==> config.mk <==
export PLATFORM = sky130hd
export DESIGN_NAME = dgvg_isqrt_pipe
export DESIGN_NICKNAME = d
export VERILOG_FILES = /design/src/hw/rtl/dgvg_pkg.sv /design/src/hw/rtl/dgvg_isqrt_pipe.sv
export SDC_FILE = /design/constraint.sdc
export NUM_CORES = 2
export LEC_CHECK = 0
export BUFFER_PORTS_ARGS = -buffer_cell sky130_fd_sc_hd__buf_4
export CAP_MARGIN = 20
export CORE_MARGIN = 10
export CORE_UTILIZATION = 40
export DETAILED_ROUTE_END_ITERATION = 16
export PLACE_DENSITY = 0.62
export SYNTH_ARGS = -nofsm -noshare
export SYNTH_HDL_FRONTEND = slang
export SYNTH_SLANG_ARGS = --single-unit
==> constraint.sdc <==
create_clock -name clk -period 8.21 [get_ports clk]
set_clock_uncertainty 0.1 [all_clocks]
set_input_delay 0.4105 -clock clk [delete_from_list [all_inputs] [get_ports clk]]
set_output_delay 0.4105 -clock clk [all_outputs]
set_load 0.01 [all_outputs]
==> src/hw/rtl/dgvg_pkg.sv <==
`timescale 1ns / 1ps

package dgvg_pkg;

    localparam int MAX_GRID   = 256;
    localparam int GRID_W     = 9;
    localparam int COORD_W    = 8;
    localparam int IDX_W      = 16;
    localparam int Q_W        = 16;
    localparam int MAG_W      = 15;
    localparam int PROD_W     = 29;
    localparam int FRAC_BITS  = 14;
    localparam int ONE_Q14    = 16384;

    localparam int DIV_BITS   = 16;
    localparam int DIV_REM_W  = COORD_W + DIV_BITS;

    localparam int SQRT_BITS  = 16;
    localparam int SQRT_ARG_W = 2 * SQRT_BITS;
    localparam int SQRT_REM_W = SQRT_BITS + 4;

    localparam int S_X        = DIV_BITS + 1;
    localparam int S_SQ       = S_X + 1;
    localparam int S_SQRT_OUT = S_SQ + SQRT_BITS;
    localparam int S_ROOT     = S_SQRT_OUT + 1;
    localparam int S_PROD     = S_ROOT + 1;
    localparam int S_OUT      = S_PROD + 1;
    localparam int LATENCY    = S_OUT;

    typedef struct packed {
        logic [COORD_W-1:0] row;
        logic [COORD_W-1:0] col;
    } point_t;

    typedef struct packed {
        logic [IDX_W-1:0]   vertex_index;
        logic signed [Q_W-1:0] disk_u;
        logic signed [Q_W-1:0] disk_v;
        logic               quad_valid;
        logic [IDX_W-1:0]   quad_number;
        logic [IDX_W-1:0]   corner_a;
        logic [IDX_W-1:0]   corner_b;
        logic [IDX_W-1:0]   corner_c;
        logic [IDX_W-1:0]   corner_d;
        logic               out_of_range;
    } result_t;

endpackage

==> src/hw/rtl/dgvg_isqrt_pipe.sv <==
`timescale 1ns / 1ps

module dgvg_isqrt_pipe (
    input  logic                            clk,
    input  logic                            rst_n,
    input  logic                            in_valid,
    input  logic [dgvg_pkg::SQRT_ARG_W-1:0] in_arg_x,
    input  logic [dgvg_pkg::SQRT_ARG_W-1:0] in_arg_y,
    output logic                            out_valid,
    output logic [dgvg_pkg::SQRT_BITS-1:0]  out_root_x,
    output logic [dgvg_pkg::SQRT_BITS-1:0]  out_root_y
);

    localparam int RB = dgvg_pkg::SQRT_BITS;
    localparam int AW = dgvg_pkg::SQRT_ARG_W;
    localparam int RW = dgvg_pkg::SQRT_REM_W;

    logic          valid_reg [RB];
    logic [AW-1:0] argx_reg  [RB];
    logic [AW-1:0] argy_reg  [RB];
    logic [RW-1:0] remx_reg  [RB];
    logic [RW-1:0] remy_reg  [RB];
    logic [RB-1:0] rootx_reg [RB];
    logic [RB-1:0] rooty_reg [RB];

    for (genvar k = 0; k < RB; k++) begin : g_stage
        logic          valid_in;
        logic [AW-1:0] argx_in;
        logic [AW-1:0] argy_in;
        logic [RW-1:0] remx_in;
        logic [RW-1:0] remy_in;
        logic [RB-1:0] rootx_in;
        logic [RB-1:0] rooty_in;
        logic [RW-1:0] catx;
        logic [RW-1:0] caty;
        logic [RW-1:0] trialx;
        logic [RW-1:0] trialy;
        logic          gex;
        logic          gey;
        logic [RW-1:0] remx_next;
        logic [RW-1:0] remy_next;
        logic [RB-1:0] rootx_next;
        logic [RB-1:0] rooty_next;

        if (k == 0) begin : g_first
            assign valid_in = in_valid;
            assign argx_in  = in_arg_x;
            assign argy_in  = in_arg_y;
            assign remx_in  = '0;
            assign remy_in  = '0;
            assign rootx_in = '0;
            assign rooty_in = '0;
        end
        else begin : g_chain
            assign valid_in = valid_reg[k-1];
            assign argx_in  = argx_reg[k-1];
            assign argy_in  = argy_reg[k-1];
            assign remx_in  = remx_reg[k-1];
            assign remy_in  = remy_reg[k-1];
            assign rootx_in = rootx_reg[k-1];
            assign rooty_in = rooty_reg[k-1];
        end

        assign catx       = {remx_in[RW-3:0], argx_in[AW-1 -: 2]};
        assign caty       = {remy_in[RW-3:0], argy_in[AW-1 -: 2]};
        assign trialx     = RW'({rootx_in, 2'b01});
        assign trialy     = RW'({rooty_in, 2'b01});
        assign gex        = catx >= trialx;
        assign gey        = caty >= trialy;
        assign remx_next  = gex ? catx - trialx : catx;
        assign remy_next  = gey ? caty - trialy : caty;
        assign rootx_next = {rootx_in[RB-2:0], gex};
        assign rooty_next = {rooty_in[RB-2:0], gey};

        always_ff @(posedge clk or negedge rst_n)
        begin
            if (!rst_n)
            begin
                valid_reg[k] <= 1'b0;
            end
            else
            begin
                valid_reg[k] <= valid_in;
            end
        end

        always_ff @(posedge clk)
        begin
            argx_reg[k]  <= argx_in << 2;
            argy_reg[k]  <= argy_in << 2;
            remx_reg[k]  <= remx_next;
            remy_reg[k]  <= remy_next;
            rootx_reg[k] <= rootx_next;
            rooty_reg[k] <= rooty_next;
        end
    end

    assign out_valid  = valid_reg[RB-1];
    assign out_root_x = rootx_reg[RB-1];
    assign out_root_y = rooty_reg[RB-1];

endmodule

==> flow_metrics.env <==
export IMPL_cap_violations=0
export IMPL_instances_no_fill=6182
export IMPL_crit_arrival_ns=3.89
export IMPL_post_dp_cell_area_um2=47820
export IMPL_die_h_um=356.7
export IMPL_synthTopCellsByArea="dfxtp_1 (55%), ha_1 (8.4%), xnor2_1 (3.7%)"
export IMPL_syn_area_um2=45340
export IMPL_cts_tree="yes"
export IMPL_ir_drop_v=0.0002281
export IMPL_worst_pin_slew_ns=1.086
export IMPL_path_clk_slew_ns=0.06
export IMPL_wl_um=82490
export IMPL_synthFlopType="dfxtp_1"
export IMPL_ctsResizeCount=0
export IMPL_critPathRequiredTime_ns=8.71
export IMPL_hold_depth=2
export IMPL_fin_hold_ws_ns=0.2103
export IMPL_synth_edff_count=0
export IMPL_yosysWarnings=0
export IMPL_rrSetupSlack_ns=4.82
export IMPL_dp_hpwl_um=61030
export IMPL_drtIter0Drc=1321
export IMPL_syn_instance_count=4323
export IMPL_design_area_um2=53190
export IMPL_placed_cells=5870
export IMPL_grt_setup_unrepaired="no"
export IMPL_post_route_min_period_ns=3.388
export IMPL_r2r_start="rooty_reg[1][35]"
export IMPL_path_cells="inv_1, ha_1, a21o_1, a21o_1, a211oi_1, o21ai_0, a2111oi_0, xor2_1"
export IMPL_ant_nets=0
export IMPL_r2r_end="remy_reg[1][76]"
export IMPL_gp_congestion=0.8862
export IMPL_cp_start_kind="flip-flop"
export IMPL_die_w_um=356.7
export IMPL_reg2regPathDepth=8
export IMPL_fill_cells=10320
export IMPL_min_from="in_arg_y[13]"
export IMPL_grt_pass1_vias=28982
export IMPL_hold_viol=0
export IMPL_tns_ns=0
export IMPL_worstPathMaxFanout=7
export IMPL_drv_slew=0
export IMPL_total_power_mw=17.13
export IMPL_postCtsHoldBufs=69
export IMPL_ys_seq_area_frac=0.5616
export IMPL_min_to="argy_reg[0][13]"
export IMPL_viasPerCell=4.723
export IMPL_postSynthAreaPerCell_um2=10.49
export IMPL_ys_types=81
export IMPL_row_count=123
export IMPL_finalCritPeriodShare=0.4127
export IMPL_start_util=0.4031
export IMPL_n_antenna_cell=0
export IMPL_ios=100
export IMPL_setup_viol=0
export IMPL_relSlewSlack=0.2571
export IMPL_htreeDepth=4
export IMPL_yosysTopAreaCell="dfxtp_1"
export IMPL_place_port_buffers=99
export IMPL_grt_pass1_wl_um=137200
export IMPL_path_buf_inv=1
export IMPL_nets=4948
export IMPL_critPathMaxStageDelay_ns=0.70
export IMPL_grt_max_degree=32
export IMPL_cts_buffer_depth=3
export IMPL_wl_per_cell_um=13.34
export IMPL_clock_root_buffer="clkbuf_16"
export IMPL_areaGrowthSynthToFinish_pct=17.30
export IMPL_cp_common_cell="a21o_1"
export IMPL_fmaxAchievable_mhz=295.2
export IMPL_synth_async_sr_flop_share=0.01262
export IMPL_clock_sinks=1268
export IMPL_worstSetupPathType="flip-flop to flip-flop"
export IMPL_gr_usage_all_layers=0.1289
export IMPL_grt_overflow_total=0
export IMPL_post_cts_setup_buffer_count=0
export IMPL_clk_latency_ns=0.74
export IMPL_drt_drc_violations_left=0
export IMPL_cts_buffers=133
export IMPL_antenna_found_initial=2
export IMPL_hp_class="primary input to flip-flop"
export IMPL_ys_ff_latch=1268
export IMPL_critical_path_top_delay_family="compound AO/OA/AOI/OAI gates"
export IMPL_drive_gt1_frac=0.09611
export IMPL_yosys_area_top_type_share=0.5528
export IMPL_power_leakage_nw=24.85
export IMPL_die_area_um2=127200
export IMPL_p_per_area_nw_per_um2=322.1
export IMPL_firstDrtPassIters=5
export IMPL_core_area_um2=112500
export IMPL_critPathCaptureType="flip-flop"
export IMPL_vias=29196
export IMPL_critPathSlowestCell="a211oi_1"
export IMPL_outcome="complete, no violations"
-- through the flow --
stage / util / worst slack, ns
floorplan: - / 5.247
global placement: 0.4250 / 4.906
detailed placement: 0.4250 / 4.857
CTS: 0.4726 / 4.854
global route: 0.4728 / 4.515
finish: 0.4728 / 4.822
-- kinds of logic after synthesis --
| group | share of synthesized area |
|---|---|
| flops | 0.5616 |
| simple gates | 0.1168 |
| compound gates | 0.1083 |
| buf+inv | 0.03742 |
| xor+xnor | 0.07070 |
| fa+ha+maj | 0.08444 |
| mux | 0.02072 |
| other cells | 0.00008270 |
-- layer usage --
metal	vias up	GRT usage	wire length (µm)
met5	-	0	13
met4	2	0.06830	3774
met3	222	0.02868	3476
met2	519	0.2277	40270
met1	13212	0.1438	34950
li1	15241	-	-
-- worst reg2reg max path, stage by stage (launching register included) --
cell	delay, ns
dfxtp_1	0.48
inv_1	0.08
ha_1	0.37
a21o_1	0.21
a21o_1	0.17
a211oi_1	0.70
o21ai_0	0.34
a2111oi_0	0.68
xor2_1	0.13
-- worst max-delay path by stage --
| stage | from | endpoint | slack, ns | cells after the start |
|---|---|---|---|---|
| floorplan | rootx_reg[0][68] | remx_reg[0][117] | 5.25 | 10 |
| global placement | remy_reg[0][64] | remy_reg[0][89] | 4.91 | 7 |
| detailed placement | remy_reg[0][64] | remy_reg[0][89] | 4.86 | 7 |
| CTS | remy_reg[0][64] | remy_reg[0][89] | 4.85 | 7 |
| global route | rooty_reg[0][16] | remy_reg[0][53] | 4.52 | 9 |
| finish | rooty_reg[1][35] | remy_reg[1][76] | 4.82 | 8 |
-- where the power goes --
group / internal [mW] / total (mW) / switching [mW]
registers: 7.25 / 7.99 / 0.737
clock network: 3.75 / 6.18 / 2.42
logic: 1.45 / 2.96 / 1.52
total: 12.5 / 17.1 / 4.68
-- cell type report --
| cell class | instances | area (µm²) | share of cell area |
|---|---|---|---|
| tap | 1500 | 1877 | 0.03529 |
| sequential | 1268 | 25460 | 0.4788 |
| inverter | 389 | 1460 | 0.02745 |
| clock buffer | 182 | 3764 | 0.07076 |
| clock inverter | 60 | 902.1 | 0.01696 |
| timing repair buffer | 177 | 1509 | 0.02837 |
| multi-input combinational | 2606 | 18210 | 0.3424 |
-- placed cells by master (no fill, tap or decap), types with 109 or more instances in the layout --
master	instances
dfxtp_1	1252
xor2_1	175
ha_1	306
o21ai_0	201
nor3_1	109
clkbuf_16	134
nand2_1	239
nor2_1	290
inv_1	385
a21oi_1	247
xnor2_1	191
-- cell usage after synthesis (34+ instances only) --
library cell and count:
nor2b_1 38, xnor2_1 191, dfxtp_1 1252, a21oi_1 247, clkbuf_1 54, nand2b_1 49, nor3_1 109, nand3_1 61
or3_1 38, nand2_1 239, nand4_1 34, ha_1 306, inv_1 385, mux2_2 71, nor2_1 290, nor4_1 56
xor2_1 175, a21o_1 68, o21ai_0 201, o21a_1 58
Note: power is estimated with default switching activity, not from simulation.
