[config.mk]
export PLATFORM = sky130hd
export DESIGN_NAME = dgvg_div_pipe
export DESIGN_NICKNAME = d
export VERILOG_FILES = /design/src/hw/rtl/dgvg_pkg.sv /design/src/hw/rtl/dgvg_div_pipe.sv
export SDC_FILE = /design/constraint.sdc
export NUM_CORES = 1
export LEC_CHECK = 0
export ABC_CLOCK_PERIOD_IN_PS = 7700
export BUFFER_PORTS_ARGS = -buffer_cell sky130_fd_sc_hd__clkbuf_2
export CAP_MARGIN = 20
export CORE_MARGIN = 4
export CORE_UTILIZATION = 65
export CTS_CLUSTER_SIZE = 30
export DETAILED_ROUTE_END_ITERATION = 10
export HOLD_SLACK_MARGIN = 0.12
export PLACE_DENSITY = 0.91
export SLEW_MARGIN = 40
export SYNTH_ARGS = -nofsm -noshare
export SYNTH_HDL_FRONTEND = slang
export SYNTH_SLANG_ARGS = --single-unit
[constraint.sdc]
create_clock -name clk -period 7.7 [get_ports clk]
set_input_delay 0.385 -clock clk [delete_from_list [all_inputs] [get_ports clk]]
set_output_delay 0.385 -clock clk [all_outputs]
set_load 0.005 [all_outputs]
[src/hw/rtl/dgvg_pkg.sv]
`timescale 1ns / 1ps

package dgvg_pkg;

    localparam int MAX_GRID   = 256;
    localparam int GRID_W     = 9;
    localparam int COORD_W    = 8;
    localparam int IDX_W      = 16;
    localparam int Q_W        = 16;
    localparam int MAG_W      = 15;
    localparam int PROD_W     = 29;
    localparam int FRAC_BITS  = 14;
    localparam int ONE_Q14    = 16384;

    localparam int DIV_BITS   = 16;
    localparam int DIV_REM_W  = COORD_W + DIV_BITS;

    localparam int SQRT_BITS  = 16;
    localparam int SQRT_ARG_W = 2 * SQRT_BITS;
    localparam int SQRT_REM_W = SQRT_BITS + 4;

    localparam int S_X        = DIV_BITS + 1;
    localparam int S_SQ       = S_X + 1;
    localparam int S_SQRT_OUT = S_SQ + SQRT_BITS;
    localparam int S_ROOT     = S_SQRT_OUT + 1;
    localparam int S_PROD     = S_ROOT + 1;
    localparam int S_OUT      = S_PROD + 1;
    localparam int LATENCY    = S_OUT;

    typedef struct packed {
        logic [COORD_W-1:0] row;
        logic [COORD_W-1:0] col;
    } point_t;

    typedef struct packed {
        logic [IDX_W-1:0]   vertex_index;
        logic signed [Q_W-1:0] disk_u;
        logic signed [Q_W-1:0] disk_v;
        logic               quad_valid;
        logic [IDX_W-1:0]   quad_number;
        logic [IDX_W-1:0]   corner_a;
        logic [IDX_W-1:0]   corner_b;
        logic [IDX_W-1:0]   corner_c;
        logic [IDX_W-1:0]   corner_d;
        logic               out_of_range;
    } result_t;

endpackage

[src/hw/rtl/dgvg_div_pipe.sv]
`timescale 1ns / 1ps

module dgvg_div_pipe (
    input  logic                         clk,
    input  logic                         rst_n,
    input  logic                         in_valid,
    input  logic [dgvg_pkg::COORD_W-1:0] in_row,
    input  logic [dgvg_pkg::COORD_W-1:0] in_col,
    input  logic [dgvg_pkg::COORD_W-1:0] in_d,
    output logic                         out_valid,
    output logic [dgvg_pkg::DIV_BITS-1:0] out_qx,
    output logic [dgvg_pkg::DIV_BITS-1:0] out_qy
);

    localparam int QB = dgvg_pkg::DIV_BITS;
    localparam int RW = dgvg_pkg::DIV_REM_W;
    localparam int CW = dgvg_pkg::COORD_W;

    logic          valid_reg [QB];
    logic [RW-1:0] remx_reg  [QB];
    logic [RW-1:0] remy_reg  [QB];
    logic [QB-1:0] qx_reg    [QB];
    logic [QB-1:0] qy_reg    [QB];
    logic [CW:0]   dd_reg    [QB];

    for (genvar k = 0; k < QB; k++) begin : g_stage
        localparam int B = QB - 1 - k;

        logic          valid_in;
        logic [RW-1:0] remx_in;
        logic [RW-1:0] remy_in;
        logic [QB-1:0] qx_in;
        logic [QB-1:0] qy_in;
        logic [CW:0]   dd_in;
        logic [RW-1:0] trial;
        logic          gex;
        logic          gey;
        logic [RW-1:0] remx_next;
        logic [RW-1:0] remy_next;
        logic [QB-1:0] qx_next;
        logic [QB-1:0] qy_next;

        if (k == 0) begin : g_first
            assign valid_in = in_valid;
            assign remx_in  = {in_row, QB'(0)} + RW'(in_d);
            assign remy_in  = {in_col, QB'(0)} + RW'(in_d);
            assign qx_in    = '0;
            assign qy_in    = '0;
            assign dd_in    = {in_d, 1'b0};
        end
        else begin : g_chain
            assign valid_in = valid_reg[k-1];
            assign remx_in  = remx_reg[k-1];
            assign remy_in  = remy_reg[k-1];
            assign qx_in    = qx_reg[k-1];
            assign qy_in    = qy_reg[k-1];
            assign dd_in    = dd_reg[k-1];
        end

        assign trial     = RW'(dd_in) << B;
        assign gex       = remx_in >= trial;
        assign gey       = remy_in >= trial;
        assign remx_next = gex ? remx_in - trial : remx_in;
        assign remy_next = gey ? remy_in - trial : remy_in;
        assign qx_next   = qx_in | (QB'(gex) << B);
        assign qy_next   = qy_in | (QB'(gey) << B);

        always_ff @(posedge clk or negedge rst_n)
        begin
            if (!rst_n)
            begin
                valid_reg[k] <= 1'b0;
            end
            else
            begin
                valid_reg[k] <= valid_in;
            end
        end

        always_ff @(posedge clk)
        begin
            remx_reg[k] <= remx_next;
            remy_reg[k] <= remy_next;
            qx_reg[k]   <= qx_next;
            qy_reg[k]   <= qy_next;
            dd_reg[k]   <= dd_in;
        end
    end

    assign out_valid = valid_reg[QB-1];
    assign out_qx    = qx_reg[QB-1];
    assign out_qy    = qy_reg[QB-1];

endmodule

==> results.yml, run 1 <==
place:
  portBuffers: 59
  place_area_um2: 36100
  hpwl_mm: 54.1
  gp_congestion: 0.908
  dpl_worst_slack_ps: 4530
  dp.cells: 4192
setup_path:
  r2r_setup_slack_ps: 3380
  critical_path.cell_chain: "inv_1 > ha_1 > nor4b_1 > nand2_1 > o31ai_1 > a211o_1 > nand2_1 > nor4_2 > xor2_1"
  cp_num_buf_inv: 1
  cp.arrival_ps: 4750
  cpMostUsedCell: "nand2_1"
  path_max_fanout: 17
  critPathCaptureType: "flip-flop"
  critical_path.top_delay_family: "simple AND/OR/NAND/NOR gates"
  critical_path_class: "flip-flop to flip-flop"
  cp_slowest_cell: "nor4_2"
  critPathMaxStageDelay_ps: 1000
  required_ps: 8130
  startpoint_type: "flip-flop"
floorplan:
  coreArea_um2: 53000
  die_w_um: 240
  start_util_pct: 66.2
  design.die.area_um2: 57700
  pin_count: 60
  die_h_um: 240
  core.rowCount: 84
logic_synthesis:
  synth_area_leaders: "dfxtp_1 (48%), ha_1 (8.9%), xnor2_1 (4.2%)"
  ys_warn_count: 0
  synth_area_leader_cell: "dfxtp_1"
  syn-num-nets: 3787
  syn_avg_cell_area_um2: 10.1
  ys_async_sr_fraction_pct: 1.86
  ys_seq_elements: 858
  ys_types: 87
  syn_inst: 3482
  synth.cell_area_um2: 35100
  synth-edff-count: 0
  synth.top_cell.area_share_pct: 48.1
  synth_seq_area_share_pct: 49.2
  ys.flop_type: "dfxtp_1"
power:
  p_leak_nw: 16.7
  powerDensity_nw_per_um2: 437
  p_total_mw: 17.1
  ir_worst_vdd_mv: 0.301
timing:
  period_share_pct: 56.2
  fmax_mhz: 231
  finalCriticalPeriod_ps: 4320
  drv_slew: 0
  hold_viol: 0
  rsz0062_at_grt: "false"
  setup_tns_ps: 0
  setup_ws_ps: 3380
  relSlewSlack_pct: 17.6
  setup_viol: 0
  tightest_slew_ps: 1230
  fin_worst_skew_ps: 31.7
  hold_ws_ps: 189
clock_tree:
  clock-root-buffer: "clkbuf_16"
  cts_buffer_depth: 3
  clk_pin_slew_worst_paths_ps: 60
  clock_latency_ps: 660
  htreeDepth: 3
  numCtsBuffers: 81
  cts.sinks: 858
  cts_tree: "built"
  cts_setup_buffers: 0
finish:
  drive_above_1_share_pct: 8.97
  post-route-util_pct: 73.9
  final_cell_count_no_fill: 4370
  final_nets: 3920
  fillCellCount: 3071
  area_growth_syn_to_layout_pct: 11.6
  design_area_um2: 39100
  largest_register_ff_count: 295
global_routing:
  antenna_found_initial: 4
  grt_pass1_wl_mm: 145
  grt_max_degree: 24
  grtUsageTotal_pct: 31.1
  grt_pass1_vias: 28400
  globalRouteOverflowTotal: 0
route:
  ant_nets: 0
  dr.pass1.iters: 11
  wl_per_cell_um: 20.8
  vias_per_cell: 6.31
  totalWireLength_mm: 90.8
  vias: 27600
  drc: 0
  drt-initial-drc-count: 2810
run_status:
  status: "finished, final reports clean"
min_path:
  hold_class: "primary input to asynchronous set/reset pin"
flow_run:
  maxCapViolCount: 0
## report_power, final
part | internal, mW | switching, mW | leakage, nW | total, mW
Sequential | 5.96 | 1.18 | 7.23 | 7.14
Clock | 2.25 | 1.76 | 1.31 | 4.01
Combinational | 2.63 | 3.33 | 8.15 | 5.96
## kinds of logic after synthesis
kind of cell	after synthesis	synth area share, %
xor+xnor	316	7.89
mux	85	2.69
fa+ha+maj	278	10.6
simple gates	1037	15.1
compound gates	651	11.7
flops	858	49.2
buf+inv	257	2.77
## final timing paths
kind / start / endpoint / cells past startpoint
max: remx_reg[8][7] / remy_reg[1][41] / 9
min: rst_n / g_stage[3].valid_in / 2
max reg2reg: remx_reg[8][7] / remy_reg[1][41] / 9
min reg2reg: qy_reg[7][13] / qy_reg[8][13] / 0
max in group asynchronous: rst_n / g_stage[6].valid_in / 2
min in group clk: qy_reg[7][13] / qy_reg[8][13] / 0
## metal layers
| layer | GRT usage, % | vias to the layer above | part of all wire (%) |
|---|---|---|---|
| met5 | 0 | - | 0.022 |
| met4 | 23.8 | 2 | 9.0 |
| met3 | 7.86 | 658 | 7.4 |
| met2 | 54.4 | 1737 | 49 |
| met1 | 31.7 | 12700 | 35 |
| li1 | - | 12400 | - |
## cell type report
class                   instances  area, um2  share of cell area, %
repair buffers                 92        606                   1.55
inverters                     215        807                   2.06
flip-flops and latches        858      17300                   44.1
clock inverters                38        473                   1.21
multi-input cells            2367      16900                   43.2
diodes                          4       10.0                 0.0256
clock buffers                 108       2210                   5.64
well taps                     688        861                   2.20
## placed cells by master, fill, tap and decap left out, types with 53 or more instances in the layout
| master | synthesis | routed |
|---|---|---|
| nor2_1 | 264 | 264 |
| clkbuf_16 | 0 | 81 |
| nor4_1 | 81 | 77 |
| nor3_1 | 99 | 98 |
| nand2_1 | 219 | 219 |
| a21oi_1 | 182 | 181 |
| a21o_1 | 57 | 57 |
| xnor2_1 | 168 | 168 |
| inv_1 | 212 | 212 |
| o21ai_0 | 183 | 183 |
| clkbuf_2 | 0 | 59 |
| nand3_1 | 60 | 60 |
| ha_1 | 248 | 248 |
| xor2_1 | 148 | 148 |
| mux2_2 | 74 | 74 |
| nand2b_1 | 56 | 56 |
| nor2b_1 | 53 | 53 |
| dfxtp_1 | 842 | 842 |
## cell usage after synthesis (all sizes together) (57+ instances only)
| library cell | instances |
|---|---|
| a21o | 57 |
| a21oi | 183 |
| dfxtp | 842 |
| ha | 248 |
| inv | 215 |
| mux2 | 74 |
| nand2 | 219 |
| nand3 | 60 |
| nor2 | 265 |
| nor3 | 100 |
| nor4 | 84 |
| o21ai | 185 |
| xnor2 | 168 |
| xor2 | 148 |
## worst register-to-register path: stages, from the launching register on
cell and delay [ps]:
dfxtp_1 420, inv_1 130, ha_1 360, nor4b_1 460, nand2_1 120, o31ai_1 340
a211o_1 560, nand2_1 370, nor4_2 1000, xor2_1 330
## what timing repair did
action	CTS	global route
gates resized for setup	0	0
endpoints found under the hold margin	41	0
hold buffers	26	0
Power figures use the tool's default switching activity.
==> inputs of run 2 (changes only) <==
- ABC_AREA: default -> 1
- ABC_CLOCK_PERIOD_IN_PS: 7700 -> 3450
- CORE_UTILIZATION: 65 -> 57
- PLACE_DENSITY: 0.91 -> 0.85
- clock period: 7.7 -> 3.45 ns (I/O delays scaled with it)
==> results.yml, run 2 <==
run_status:
  status: "finished, final reports clean"
clock_tree:
  cts_tree: "built"
  cts.sinks: 858
  numCtsBuffers: 86
  clock_latency_ps: 640
  cts_setup_buffers: 0
  htreeDepth: 3
  clock-root-buffer: "clkbuf_16"
  cts_buffer_depth: 3
  clk_pin_slew_worst_paths_ps: 60
route:
  vias: 36200
  totalWireLength_mm: 102
  wl_per_cell_um: 14.9
  drc: 0
  ant_nets: 0
  dr.pass1.iters: 6
  drt-initial-drc-count: 2878
  wl_met2_mm: 48.9
  dr.max_layer_used: "met5"
  vias_per_cell: 5.27
  wl_met3_mm: 5.75
  wl_met1_mm: 43.0
timing:
  fin_worst_skew_ps: 22.9
  setup_tns_ps: 0
  fmax_mhz: 390
  tightest_slew_ps: 872
  hold_viol: 0
  setup_ws_ps: 885
  rsz0062_at_grt: "false"
  period_share_pct: 74.3
  finalCriticalPeriod_ps: 2560
  setup_viol: 0
  drv_slew: 0
  relSlewSlack_pct: 41.3
finish:
  final_common_cell: "nand2_1"
  largest_register_ff_count: 295
  final_cell_mix: "nand2_1 (1781), dfxtp_1 (842), inv_1 (774)"
  antenna_cells: 0
  post-route-util_pct: 64.0
  fillCellCount: 6022
  area_growth_syn_to_layout_pct: 10.7
  final_nets: 6148
  drive_above_1_share_pct: 5.92
  multi_input_area_um2: 20900
  seqCellArea_um2: 17300
floorplan:
  start_util_pct: 57.8
  die_w_um: 278
  design.die.area_um2: 77300
  die_h_um: 278
  core.rowCount: 98
  pin_count: 60
  coreArea_um2: 71900
logic_synthesis:
  ys_warn_count: 0
  synth_area_leaders: "dfxtp_1 (41%), nand2_1 (16%), ha_1 (7.5%)"
  syn_avg_cell_area_um2: 7.29
  synth_area_leader_cell: "dfxtp_1"
  ys_async_sr_fraction_pct: 1.86
  ys_seq_elements: 858
  ys.flop_type: "dfxtp_1"
  syn_inst: 5704
  synth-edff-count: 0
  synth.most_common_cell: "nand2_1"
  synth_seq_area_share_pct: 41.5
  synth.cell_area_um2: 41600
  ys_types: 50
  synth_common_cells: "nand2_1 (1781), dfxtp_1 (842), inv_1 (774)"
  synth.top_cell.area_share_pct: 40.6
  syn-num-nets: 6009
place:
  dpl_worst_slack_ps: 899
  portBuffers: 59
  gp_congestion: 0.959
  hpwl_mm: 79.0
setup_path:
  path_max_fanout: 16
  cp_num_buf_inv: 4
  cp_slowest_cell: "dlygate4sd3_1"
  critPathCaptureType: "flip-flop"
  critPathMaxStageDelay_ps: 560
  cp.arrival_ps: 3090
  startpoint_type: "primary input"
  required_ps: 3980
  worst-path-stages: 11
  ff2ff_path_depth: 13
  critical_path_class: "primary input to flip-flop"
  critical_path.top_delay_family: "buffers and inverters"
  critical_path.cell_chain: "dlygate4sd3_1 > clkbuf_2 > inv_1 > ha_1 > a21oi_1 > nor2_1 > nor3_2 > nand3_1 > nor2_1 > a21oi_1 > dlygate4sd3_1"
min_path:
  hold_class: "primary input to flip-flop"
  whs_path_depth: 2
power:
  p_leak_nw: 22.8
  ir_worst_vdd_mv: 0.538
  powerDensity_nw_per_um2: 955
global_routing:
  antenna_found_initial: 1
  grtUsageTotal_pct: 25.8
  grt_max_degree: 27
  globalRouteOverflowTotal: 0
  grt_pass1_wl_mm: 168
  grt_pass1_vias: 34700
flow_run:
  maxCapViolCount: 0
-- run 2: cell type report --
| type | instances | area share, % |
|---|---|---|
| Sequential cell | 858 | 37.5 |
| Clock buffer | 118 | 5.32 |
| Inverter | 809 | 6.63 |
| Timing Repair Buffer | 91 | 1.32 |
| Tap cell | 950 | 2.58 |
| Multi-Input combinational cell | 3997 | 45.5 |
| Clock inverter | 42 | 1.14 |
-- run 2: worst paths after layout --
kind,start,to,slack [ps]
setup / recovery,in_d[5],remy_reg[0][17],890
hold / removal,in_d[5],remx_reg[0][5],180
setup reg to reg,remx_reg[11][4],remy_reg[1][105],890
hold reg to reg,qx_reg[1][83],qx_reg[1][99],310
max in group asynchronous,rst_n,out_valid,2380
min in group asynchronous,rst_n,g_stage[1].valid_in,630
-- run 2: repair_timing --
action	4_1_cts	5_1_grt
endpoints found under the setup margin	0	0
gates resized for setup	0	0
endpoints found under the hold margin	41	0
hold buffers	28	0
-- run 2: metrics by stage --
stage	area, um2	std cells	hold WS, ps	total power [mW]
finish	46000	6865	177	43.9
global route	46000	6865	178	47.4
CTS	46000	6865	157	43.8
detailed placement	42800	6677	106	34.0
global placement	42800	6677	98.0	33.5
floorplan	41600	5704	-123	29.5
-- run 2: cell families (layout without fill, tap and decap cells) --
group | after synthesis | in the layout | synth area share [%]
adder cells (fa/ha/maj) | 278 | 278 | 8.91
flip-flops | 858 | 858 | 41.5
AO/OA/AOI/OAI | 513 | 513 | 6.81
buffers and inverters | 849 | 1060 | 8.10
AND/OR/NAND/NOR | 3027 | 3027 | 30.9
XOR/XNOR | 179 | 179 | 3.77
-- run 2: layer usage --
metal	up-vias	GRT usage (%)
met2	1145	45.1
met5	-	0
met4	2	11.3
met3	326	3.85
li1	18300	-
met1	16300	31.7
-- run 2: report_power, final --
| part | total (mW) | internal, mW | switching, mW |
|---|---|---|---|
| combinational | 18.3 | 6.70 | 11.6 |
| sequential | 16.0 | 13.4 | 2.61 |
| clock | 9.59 | 5.63 | 3.97 |
| total | 43.9 | 25.8 | 18.2 |
